===== config.mk =====
export PLATFORM = sky130hd
export DESIGN_NAME = polyline_strip_simplifier
export DESIGN_NICKNAME = d
export VERILOG_FILES = /design/src/rtl/pss_pkg.sv /design/src/rtl/polyline_strip_simplifier.sv
export SDC_FILE = /design/constraint.sdc
export NUM_CORES = 2
export LEC_CHECK = 0
export BUFFER_PORTS_ARGS = -buffer_cell sky130_fd_sc_hd__buf_4
export CAP_MARGIN = 20
export CORE_MARGIN = 2
export CORE_UTILIZATION = 49
export DETAILED_ROUTE_END_ITERATION = 10
export PLACE_DENSITY = 0.76
export SLEW_MARGIN = 15
export SYNTH_ARGS = -nofsm -noshare
export SYNTH_HDL_FRONTEND = slang
export SYNTH_SLANG_ARGS = --single-unit

===== constraint.sdc =====
create_clock -name clk -period 11.6 [get_ports clk]
set_input_delay 2.32 -clock clk [delete_from_list [all_inputs] [get_ports clk]]
set_output_delay 2.32 -clock clk [all_outputs]
set_load 0.005 [all_outputs]

===== src/rtl/pss_pkg.sv =====
package pss_pkg;

	localparam int COORD_BITS = 24;
	localparam int THR_W      = 24;
	localparam int DIFF_W     = COORD_BITS + 1;
	localparam int MUL_W      = (DIFF_W > THR_W) ? DIFF_W : THR_W;
	localparam int SQ_W       = 2 * MUL_W;
	localparam int DOT_W      = SQ_W + 1;
	localparam int ACC_W      = 4 * MUL_W + 2;

	localparam int CFG_IDX_W  = 2;
	localparam int CFG_DATA_W = THR_W;
	localparam logic [CFG_IDX_W-1:0] CFG_THRESHOLD = 2'd0;
	localparam logic [CFG_IDX_W-1:0] CFG_USE_Z     = 2'd1;

	localparam int NSTEPS = 23;
	localparam int STEP_W = $clog2(NSTEPS);

	typedef struct packed {
		logic signed [COORD_BITS-1:0] x_coord;
		logic signed [COORD_BITS-1:0] y_coord;
		logic signed [COORD_BITS-1:0] z_coord;
		logic                         last_point;
	} in_item_t;

	typedef struct packed {
		logic signed [COORD_BITS-1:0] kept_x;
		logic signed [COORD_BITS-1:0] kept_y;
		logic signed [COORD_BITS-1:0] kept_z;
		logic                         line_end;
	} out_item_t;

	typedef enum logic [1:0] {
		ST_IDLE,
		ST_CALC,
		ST_DRAIN,
		ST_EMIT
	} state_t;

	typedef enum logic [1:0] {
		POS_START,
		POS_SECOND,
		POS_MIDDLE
	} pos_t;

	typedef enum logic [3:0] {
		SRC_NONE,
		SRC_D,
		SRC_S,
		SRC_THR,
		SRC_DIFFD_LO,
		SRC_DIFFD_HI,
		SRC_SUBD_LO,
		SRC_SUBD_HI,
		SRC_SP_LO,
		SRC_SP_HI,
		SRC_THR2_LO,
		SRC_THR2_HI
	} src_t;

	typedef enum logic [2:0] {
		DST_NONE,
		DST_DIFFD,
		DST_SUBD,
		DST_DOT,
		DST_THR2,
		DST_SP,
		DST_BIG
	} dst_t;

	typedef struct packed {
		src_t       a_src;
		src_t       b_src;
		logic [1:0] comp;
		dst_t       dst;
		logic       neg;
		logic [1:0] shift;
	} op_t;

	function automatic op_t mk_op(input src_t a, input src_t b, input logic [1:0] comp,
			input dst_t dst, input logic neg, input logic [1:0] shift);
		op_t op;
		op.a_src = a;
		op.b_src = b;
		op.comp  = comp;
		op.dst   = dst;
		op.neg   = neg;
		op.shift = shift;
		return op;
	endfunction

	// Micro-op sequence of one strip test. Small products first, then the
	// half-word partial products of lhs - rhs into the big accumulator.
	function automatic op_t op_at(input logic [STEP_W-1:0] step);
		op_t op;
		op = mk_op(SRC_NONE, SRC_NONE, 2'd0, DST_NONE, 1'b0, 2'd0);
		case (step)
			STEP_W'(0):  op = mk_op(SRC_D, SRC_D, 2'd0, DST_DIFFD, 1'b0, 2'd0);
			STEP_W'(1):  op = mk_op(SRC_D, SRC_S, 2'd0, DST_DOT, 1'b0, 2'd0);
			STEP_W'(2):  op = mk_op(SRC_S, SRC_S, 2'd0, DST_SUBD, 1'b0, 2'd0);
			STEP_W'(3):  op = mk_op(SRC_D, SRC_D, 2'd1, DST_DIFFD, 1'b0, 2'd0);
			STEP_W'(4):  op = mk_op(SRC_D, SRC_S, 2'd1, DST_DOT, 1'b0, 2'd0);
			STEP_W'(5):  op = mk_op(SRC_S, SRC_S, 2'd1, DST_SUBD, 1'b0, 2'd0);
			STEP_W'(6):  op = mk_op(SRC_D, SRC_D, 2'd2, DST_DIFFD, 1'b0, 2'd0);
			STEP_W'(7):  op = mk_op(SRC_D, SRC_S, 2'd2, DST_DOT, 1'b0, 2'd0);
			STEP_W'(8):  op = mk_op(SRC_S, SRC_S, 2'd2, DST_SUBD, 1'b0, 2'd0);
			STEP_W'(9):  op = mk_op(SRC_THR, SRC_THR, 2'd0, DST_THR2, 1'b0, 2'd0);
			STEP_W'(10): op = mk_op(SRC_NONE, SRC_NONE, 2'd0, DST_SP, 1'b0, 2'd0);
			STEP_W'(11): op = mk_op(SRC_DIFFD_LO, SRC_SUBD_LO, 2'd0, DST_BIG, 1'b0, 2'd0);
			STEP_W'(12): op = mk_op(SRC_DIFFD_LO, SRC_SUBD_HI, 2'd0, DST_BIG, 1'b0, 2'd1);
			STEP_W'(13): op = mk_op(SRC_DIFFD_HI, SRC_SUBD_LO, 2'd0, DST_BIG, 1'b0, 2'd1);
			STEP_W'(14): op = mk_op(SRC_DIFFD_HI, SRC_SUBD_HI, 2'd0, DST_BIG, 1'b0, 2'd2);
			STEP_W'(15): op = mk_op(SRC_SP_LO, SRC_SP_LO, 2'd0, DST_BIG, 1'b1, 2'd0);
			STEP_W'(16): op = mk_op(SRC_SP_LO, SRC_SP_HI, 2'd0, DST_BIG, 1'b1, 2'd1);
			STEP_W'(17): op = mk_op(SRC_SP_HI, SRC_SP_LO, 2'd0, DST_BIG, 1'b1, 2'd1);
			STEP_W'(18): op = mk_op(SRC_SP_HI, SRC_SP_HI, 2'd0, DST_BIG, 1'b1, 2'd2);
			STEP_W'(19): op = mk_op(SRC_THR2_LO, SRC_SUBD_LO, 2'd0, DST_BIG, 1'b1, 2'd0);
			STEP_W'(20): op = mk_op(SRC_THR2_LO, SRC_SUBD_HI, 2'd0, DST_BIG, 1'b1, 2'd1);
			STEP_W'(21): op = mk_op(SRC_THR2_HI, SRC_SUBD_LO, 2'd0, DST_BIG, 1'b1, 2'd1);
			STEP_W'(22): op = mk_op(SRC_THR2_HI, SRC_SUBD_HI, 2'd0, DST_BIG, 1'b1, 2'd2);
			default:     op = mk_op(SRC_NONE, SRC_NONE, 2'd0, DST_NONE, 1'b0, 2'd0);
		endcase
		return op;
	endfunction

endpackage


===== src/rtl/polyline_strip_simplifier.sv =====
// Streaming polyline simplifier: vertices of one polyline come in on the
// vertex channel, last one marked, and the kept ones leave on the kept channel
// in order. The first and last vertex of a line always pass; the second only
// sets the reference segment; a later vertex passes when its squared distance
// to the segment's line exceeds distance_threshold squared, tested exactly as
// |A-p|^2*|D|^2 > ((A-p).D)^2 + thr^2*|D|^2, so a zero-length segment never
// passes. A first, second or last vertex goes from transfer straight to the
// emit state; any other vertex goes through transfer, 23 micro-op issues, the
// drain state and emit, as the micro-ops go one at a time through the single
// MUL_W x MUL_W multiplier and its shared accumulate adder.
// The emit cycle waits while the kept register is full and stalled, yet a new
// vertex transfers while a kept vertex waits. Configuration writes are taken
// only while no vertex is in work.
module polyline_strip_simplifier (
	input  logic                                clk,
	input  logic                                arst_n,
	input  logic                                vertex_valid,
	output logic                                vertex_stall,
	input  pss_pkg::in_item_t                   vertex,
	output logic                                kept_valid,
	input  logic                                kept_stall,
	output pss_pkg::out_item_t                  kept,
	input  logic                                cfg_valid,
	output logic                                cfg_ready,
	input  logic [pss_pkg::CFG_IDX_W-1:0]       cfg_index,
	input  logic [pss_pkg::CFG_DATA_W-1:0]      cfg_data
);

	localparam int CB     = pss_pkg::COORD_BITS;
	localparam int DW     = pss_pkg::DIFF_W;
	localparam int MW     = pss_pkg::MUL_W;
	localparam int SW     = pss_pkg::SQ_W;
	localparam int OW     = pss_pkg::DOT_W;
	localparam int AW     = pss_pkg::ACC_W;
	localparam int STW    = pss_pkg::STEP_W;

	// configuration
	logic [pss_pkg::THR_W-1:0] thr_q;
	logic                      use_z_q;

	// line state
	logic signed [CB-1:0] anchor_q [3];
	logic signed [DW-1:0] dir_q    [3];
	logic signed [CB-1:0] prev_q   [3];
	pss_pkg::pos_t        pos_q;

	// held vertex and its offset to the anchor
	logic signed [CB-1:0] pc_q [3];
	logic                 last_q;
	logic signed [DW-1:0] d_q  [3];
	logic signed [CB-1:0] p_in [3];

	// sequencer
	pss_pkg::state_t state_q, state_d;
	logic [STW-1:0]  step_q;

	// accumulators
	logic [SW-1:0]        diffd_q, subd_q, sp_q, thr2_q;
	logic signed [OW-1:0] dot_q;
	logic signed [AW-1:0] big_q;

	// multiply stage
	logic [2*MW-1:0]      prod_s1;
	pss_pkg::dst_t        dst_s1;
	logic [1:0]           shift_s1;
	logic                 sub_s1;
	logic                 vld_s1;

	// output register
	pss_pkg::out_item_t   out_q;
	logic                 out_valid_q;

	// control
	logic accept, issue, is_mid, pass, emit, out_free, done, load_out;
	pss_pkg::op_t op;

	assign p_in[0] = vertex.x_coord;
	assign p_in[1] = vertex.y_coord;
	assign p_in[2] = vertex.z_coord;

	assign accept   = vertex_valid && !vertex_stall;
	assign is_mid   = (pos_q != pss_pkg::POS_START) && (pos_q != pss_pkg::POS_SECOND);
	// strip test outcome: lhs - rhs strictly positive
	assign pass     = !big_q[AW-1] && (|big_q);
	assign out_free = !out_valid_q || !kept_stall;

	// Emit rules: first vertex always, second only when it ends the line,
	// later ones when last or outside the strip.
	always_comb begin
		case (pos_q)
			pss_pkg::POS_START:  emit = 1'b1;
			pss_pkg::POS_SECOND: emit = last_q;
			default:             emit = last_q || pass;
		endcase
	end

	// next state
	always_comb begin
		state_d = state_q;
		unique case (state_q)
			pss_pkg::ST_IDLE: begin
				if (accept) begin
					state_d = (is_mid && !vertex.last_point) ? pss_pkg::ST_CALC
						: pss_pkg::ST_EMIT;
				end
			end
			pss_pkg::ST_CALC: begin
				if (step_q == STW'(pss_pkg::NSTEPS - 1)) state_d = pss_pkg::ST_DRAIN;
			end
			pss_pkg::ST_DRAIN: state_d = pss_pkg::ST_EMIT;
			pss_pkg::ST_EMIT: begin
				if (done) state_d = pss_pkg::ST_IDLE;
			end
			default: state_d = pss_pkg::ST_IDLE;
		endcase
	end

	// FSM outputs
	always_comb begin
		vertex_stall = 1'b1;
		cfg_ready    = 1'b0;
		issue        = 1'b0;
		done         = 1'b0;
		unique case (state_q)
			pss_pkg::ST_IDLE: begin
				vertex_stall = 1'b0;
				cfg_ready    = 1'b1;
			end
			pss_pkg::ST_CALC:  issue = 1'b1;
			pss_pkg::ST_DRAIN: ;
			pss_pkg::ST_EMIT:  done = !emit || out_free;
			default: ;
		endcase
	end

	assign load_out = done && emit;

	always_ff @(posedge clk or negedge arst_n) begin
		if (!arst_n) begin
			state_q <= pss_pkg::ST_IDLE;
			step_q  <= '0;
		end else begin
			state_q <= state_d;
			if (accept) step_q <= '0;
			else if (issue) step_q <= step_q + STW'(1);
		end
	end

	// configuration writes
	always_ff @(posedge clk or negedge arst_n) begin
		if (!arst_n) begin
			thr_q   <= '0;
			use_z_q <= 1'b0;
		end else if (cfg_valid && cfg_ready) begin
			unique case (cfg_index)
				pss_pkg::CFG_THRESHOLD: thr_q   <= cfg_data;
				pss_pkg::CFG_USE_Z:     use_z_q <= cfg_data[0];
				default: ;
			endcase
		end
	end

	// Capture the vertex and its offset to the anchor on transfer.
	always_ff @(posedge clk) begin
		if (accept) begin
			for (int k = 0; k < 3; k++) begin
				pc_q[k] <= p_in[k];
				d_q[k]  <= DW'(anchor_q[k]) - DW'(p_in[k]);
			end
			last_q <= vertex.last_point;
		end
	end

	// Line state advances when the vertex leaves the emit cycle.
	always_ff @(posedge clk or negedge arst_n) begin
		if (!arst_n) begin
			pos_q <= pss_pkg::POS_START;
			for (int k = 0; k < 3; k++) begin
				anchor_q[k] <= '0;
				dir_q[k]    <= '0;
				prev_q[k]   <= '0;
			end
		end else if (done) begin
			case (pos_q)
				pss_pkg::POS_START: begin
					for (int k = 0; k < 3; k++) begin
						anchor_q[k] <= pc_q[k];
						prev_q[k]   <= pc_q[k];
					end
					pos_q <= last_q ? pss_pkg::POS_START : pss_pkg::POS_SECOND;
				end
				pss_pkg::POS_SECOND: begin
					for (int k = 0; k < 3; k++) begin
						dir_q[k]  <= DW'(pc_q[k]) - DW'(anchor_q[k]);
						prev_q[k] <= pc_q[k];
					end
					pos_q <= last_q ? pss_pkg::POS_START : pss_pkg::POS_MIDDLE;
				end
				default: begin
					// a kept middle vertex opens the segment (previous, itself)
					for (int k = 0; k < 3; k++) begin
						if (!last_q && pass) begin
							anchor_q[k] <= prev_q[k];
							dir_q[k]    <= DW'(pc_q[k]) - DW'(prev_q[k]);
						end
						prev_q[k] <= pc_q[k];
					end
					pos_q <= last_q ? pss_pkg::POS_START : pss_pkg::POS_MIDDLE;
				end
			endcase
		end
	end

	// ---------------------------------------------------------------
	// Shared multiplier: pick operands for the current micro-op.
	// ---------------------------------------------------------------
	logic signed [DW-1:0] d_sel, s_sel;
	logic [DW-1:0]        d_mag, s_mag;
	logic                 zero_z;
	logic [MW-1:0]        a_mag, b_mag;
	logic                 a_neg, b_neg;

	assign op     = pss_pkg::op_at(step_q);
	// drop z terms when z is off
	assign zero_z = (op.comp == 2'd2) && !use_z_q;
	assign d_sel  = zero_z ? '0 : d_q[op.comp];
	assign s_sel  = zero_z ? '0 : dir_q[op.comp];
	assign d_mag  = d_sel[DW-1] ? DW'(-d_sel) : DW'(d_sel);
	assign s_mag  = s_sel[DW-1] ? DW'(-s_sel) : DW'(s_sel);

	always_comb begin
		a_mag = '0;
		a_neg = 1'b0;
		case (op.a_src)
			pss_pkg::SRC_D: begin
				a_mag = MW'(d_mag);
				a_neg = d_sel[DW-1];
			end
			pss_pkg::SRC_S: begin
				a_mag = MW'(s_mag);
				a_neg = s_sel[DW-1];
			end
			pss_pkg::SRC_THR:      a_mag = MW'(thr_q);
			pss_pkg::SRC_DIFFD_LO: a_mag = diffd_q[MW-1:0];
			pss_pkg::SRC_DIFFD_HI: a_mag = diffd_q[SW-1:MW];
			pss_pkg::SRC_SP_LO:    a_mag = sp_q[MW-1:0];
			pss_pkg::SRC_SP_HI:    a_mag = sp_q[SW-1:MW];
			pss_pkg::SRC_THR2_LO:  a_mag = thr2_q[MW-1:0];
			pss_pkg::SRC_THR2_HI:  a_mag = thr2_q[SW-1:MW];
			default: ;
		endcase
	end

	always_comb begin
		b_mag = '0;
		b_neg = 1'b0;
		case (op.b_src)
			pss_pkg::SRC_D: begin
				b_mag = MW'(d_mag);
				b_neg = d_sel[DW-1];
			end
			pss_pkg::SRC_S: begin
				b_mag = MW'(s_mag);
				b_neg = s_sel[DW-1];
			end
			pss_pkg::SRC_THR:     b_mag = MW'(thr_q);
			pss_pkg::SRC_SUBD_LO: b_mag = subd_q[MW-1:0];
			pss_pkg::SRC_SUBD_HI: b_mag = subd_q[SW-1:MW];
			pss_pkg::SRC_SP_LO:   b_mag = sp_q[MW-1:0];
			pss_pkg::SRC_SP_HI:   b_mag = sp_q[SW-1:MW];
			default: ;
		endcase
	end

	always_ff @(posedge clk or negedge arst_n) begin
		if (!arst_n) vld_s1 <= 1'b0;
		else         vld_s1 <= issue;
	end

	always_ff @(posedge clk) begin
		prod_s1  <= a_mag * b_mag;
		dst_s1   <= op.dst;
		shift_s1 <= op.shift;
		sub_s1   <= op.neg ^ a_neg ^ b_neg;
	end

	// ---------------------------------------------------------------
	// Shared accumulate adder.
	// ---------------------------------------------------------------
	logic signed [AW-1:0] base, addend, prod_ext, sum;
	logic                 sub_eff;

	assign prod_ext = AW'(prod_s1);

	always_comb begin
		case (shift_s1)
			2'd1:    addend = prod_ext << MW;
			2'd2:    addend = prod_ext << (2 * MW);
			default: addend = prod_ext;
		endcase
		sub_eff = sub_s1;
		case (dst_s1)
			pss_pkg::DST_DIFFD: base = AW'(diffd_q);
			pss_pkg::DST_SUBD:  base = AW'(subd_q);
			pss_pkg::DST_DOT:   base = AW'(dot_q);
			pss_pkg::DST_THR2:  base = AW'(thr2_q);
			pss_pkg::DST_BIG:   base = big_q;
			pss_pkg::DST_SP: begin
				// magnitude of the dot product
				base    = '0;
				addend  = AW'(dot_q);
				sub_eff = dot_q[OW-1];
			end
			default: base = '0;
		endcase
	end

	assign sum = sub_eff ? (base - addend) : (base + addend);

	always_ff @(posedge clk) begin
		if (accept) begin
			diffd_q <= '0;
			subd_q  <= '0;
			dot_q   <= '0;
			thr2_q  <= '0;
			sp_q    <= '0;
			big_q   <= '0;
		end else if (vld_s1) begin
			case (dst_s1)
				pss_pkg::DST_DIFFD: diffd_q <= sum[SW-1:0];
				pss_pkg::DST_SUBD:  subd_q  <= sum[SW-1:0];
				pss_pkg::DST_DOT:   dot_q   <= sum[OW-1:0];
				pss_pkg::DST_THR2:  thr2_q  <= sum[SW-1:0];
				pss_pkg::DST_SP:    sp_q    <= sum[SW-1:0];
				pss_pkg::DST_BIG:   big_q   <= sum;
				default: ;
			endcase
		end
	end

	// ---------------------------------------------------------------
	// Kept register: hold while stalled, load only when free.
	// ---------------------------------------------------------------
	always_ff @(posedge clk or negedge arst_n) begin
		if (!arst_n) begin
			out_valid_q <= 1'b0;
		end else if (load_out) begin
			out_valid_q <= 1'b1;
		end else if (!kept_stall) begin
			out_valid_q <= 1'b0;
		end
	end

	always_ff @(posedge clk) begin
		if (load_out) begin
			out_q.kept_x   <= pc_q[0];
			out_q.kept_y   <= pc_q[1];
			out_q.kept_z   <= pc_q[2];
			out_q.line_end <= last_q;
		end
	end

	assign kept_valid = out_valid_q;
	assign kept       = out_q;

endmodule


==> flow_metrics.py <==
metrics = {
    "floorplanning": {
        "placementRows": 144,
        "io_pins": 180,
        "die_area_um2": 157500,
        "initial_core_util_pct": 49.22,
        "die_height_um": 396.9,
        "fp.coreArea_um2": 153700,
        "fp.dieW_um": 396.9,
    },
    "timing": {
        "worst_pin_slew_ns": 1.251,
        "fin_crit_sh_pct": 95.95,
        "setup_violations": 0,
        "relSlewSlack_pct": 15.99,
        "fin_crit_ns": 11.13,
        "maxSlewViolCount": 0,
        "timing.hold.ws_ns": 0.4695,
        "finalHoldViolCount": 0,
        "max_freq_ghz": 0.08984,
        "finalClockSkew_ns": 0.1361,
    },
    "synth": {
        "synth_ff_type": "dfxtp_1",
        "yosysSeqAreaShare_pct": 28.04,
        "synth.cell_area_um2": 75640,
        "yosys_warnings": 0,
        "syn_nets": 9943,
        "synth-async-reset-ratio_pct": 28.81,
        "yosysUniqueCellTypes": 101,
        "yosysMostFrequentCell": "nand2_1",
        "synthTopCellsByCount": "1494 x nand2_1, 782 x inv_1, 734 x a21oi_1",
        "synth.largest_area_cell": "fa_1",
        "ys_ff_latch": 885,
        "synthCells": 8860,
        "synth_edf_count": 221,
        "avgSynthCellArea_um2": 8.537,
        "synth_top_area_share_pct": 14.11,
        "synth.area.top_cells": "fa_1 14%, dfxtp_1 11%, edfxtp_1 8.8%",
    },
    "drt": {
        "drt_first_pass_iters": 9,
        "first_iter_violations": 8430,
        "ant_nets": 0,
        "vias": 69540,
        "wire_per_inst_um": 25.45,
        "drc": 0,
        "totalWireLength_um": 282100,
        "via_per_inst": 6.273,
    },
    "setup_path": {
        "critPathSlowestCell": "nand3_1",
        "worstPathRequired_ns": 12.18,
        "critPathCaptureType": "flip-flop",
        "cp-startpoint": "step_q[0]",
        "crit_type": "reg -> reg",
        "start_kind": "flip-flop",
        "slowest_delay_ns": 0.69,
        "r2r-start": "step_q[0]",
        "crit_path_frequent_cell": "fa_1",
        "critical_path.max_fanout": 13,
        "cp.arrival_ns": 11.71,
    },
    "cells_and_area": {
        "fin_cells": 11090,
        "areaGrowthSynthToFinish_pct": 11.15,
        "finish.utilization_pct": 54.70,
        "fin_nets": 10030,
        "multi_input_area_um2": 49870,
        "seqCellArea_um2": 21210,
        "fillCellCount": 13790,
        "layout-drive-gt1-share_pct": 10.31,
        "postLayoutCellArea_um2": 84070,
    },
    "placed_design": {
        "place_congestion": 1.067,
        "io_buffer_count": 179,
        "placed_area_um2": 80240,
        "dp.cells": 10880,
        "hpwl_um": 213000,
    },
    "cts": {
        "cts_buffers": 99,
        "clock-sinks": 885,
        "clockRootBuffer": "clkbuf_16",
        "clk_pin_slew_ns": 0.07,
        "clkLatencyLatePin_ns": 0.80,
        "htree_levels": 3,
        "tritoncts": "done",
        "clockBufferDepth": 3,
    },
    "global_routing": {
        "grt_pass1_wl_um": 420300,
        "grt_max_degree": 168,
        "antenna_found_initial": 11,
        "grt_pass1_vias": 67540,
        "overflow": 0,
        "grtUsageTotal_pct": 35.02,
    },
    "hold_path": {
        "holdCritStartpoint": "sp_q[11]",
        "hold_path.class": "reg -> reg",
    },
    "run_status": {
        "outcome": "finished, final reports clean",
    },
    "run": {
        "maxCapViolations": 0,
    },
}
[cells in the final DEF, fill, tap and decap left out, types with 93 or more instances in the layout]
master	synthesis	layout
mux2_2	153	153
edfxtp_1	221	221
buf_4	9	481
nand2_1	1494	1491
dfrtp_1	255	255
a22oi_1	93	93
fa_1	533	533
ha_1	446	445
nand3_1	139	135
inv_1	782	782
mux2i_1	299	299
a21o_1	191	190
dfxtp_1	409	406
xnor2_1	219	218
a21oi_1	734	732
and2_1	152	148
nor2_1	535	529
xor2_1	137	137
o21ai_0	434	431
clkbuf_16	0	102
[layer usage]
metal	part of all wire (%)	wire length, µm	vias to the layer above	GRT usage, %
met4	7.1	19960	8	21.25
met3	12	34770	943	10.77
li1	-	-	30470	-
met2	43	120600	4266	51.98
met5	0.057	161	-	0
met1	38	106700	33860	44.61
[stage by stage]
step,setup slack [ns],TNS (ns)
6_report,0.4695,0
4_1_cts,0.06007,0
3_3_place_gp,0.2331,0
5_1_grt,-0.05492,-0.06258
2_1_floorplan,1.712,0
3_5_place_dp,0.1936,0
[what timing repair did]
item,in CTS,in global routing
resized for setup,0,14
setup buffers,0,6
hold buffers,0,0
endpoints found under the setup margin,0,17
[critical path, delay by kind of cell (launching register included)]
| kind | cells | cell delay (ns) |
|---|---|---|
| AO/OA/AOI/OAI | 11 | 3.11 |
| XOR/XNOR | 1 | 0.14 |
| adder cells (fa/ha/maj) | 9 | 3.97 |
| buffers and inverters | 9 | 1.50 |
| flip-flops | 1 | 0.50 |
| AND/OR/NAND/NOR | 7 | 1.67 |
[state kept, by name (all words and copies together), names as in the netlist, 2 cells and up]
register,flops
pos_q,2
anchor_q,72
prod_s1,50
dst_s1,3
thr_q,24
thr2_q,50
kept,73
step_q,5
dot_q,51
pc_q,72
big_q,102
diffd_q,50
dir_q,75
state_q,2
d_q,75
sp_q,50
prev_q,72
shift_s1,2
subd_q,50
[kinds of logic (layout without fill, tap and decap cells)]
logic type | count (synthesis) | after routing | synth area share (%)
and+or+nand+nor | 2825 | 2825 | 16.56
AOI/OAI and AO/OA | 2072 | 2073 | 17.05
buffers and inverters | 1290 | 1466 | 6.499
adders and majority gates | 979 | 979 | 21.48
DFF | 885 | 885 | 28.04
muxes | 453 | 453 | 6.250
xor gates and xnor gates | 356 | 356 | 4.122
other | 0 | 5 | 0
[final timing paths]
check	endpoint	slack (ns)	cells past startpoint
worst min-delay path	sp_q[11]	0.47	2
min in group asynchronous	prev_q[40]	1.56	1
worst min register to register	sp_q[11]	0.47	2
worst max register to register	prod_s1[47]	0.47	37
max in group asynchronous	thr_q[16]	8.09	3
worst max-delay path	prod_s1[47]	0.47	37
[layout make-up]
| cell class | count | share of cell area [%] |
|---|---|---|
| sequential | 885 | 25.23 |
| antenna | 5 | 0.01488 |
| clock inverter | 55 | 1.030 |
| timing repair buffer | 493 | 4.539 |
| tap | 2044 | 3.042 |
| clock buffer | 133 | 3.317 |
| inverter | 785 | 3.514 |
| multi-input combinational | 6686 | 59.31 |
Power is left out: the tool's default activity adds up to more than one toggle a clock period on the data nets, which glitch-free logic cannot reach.
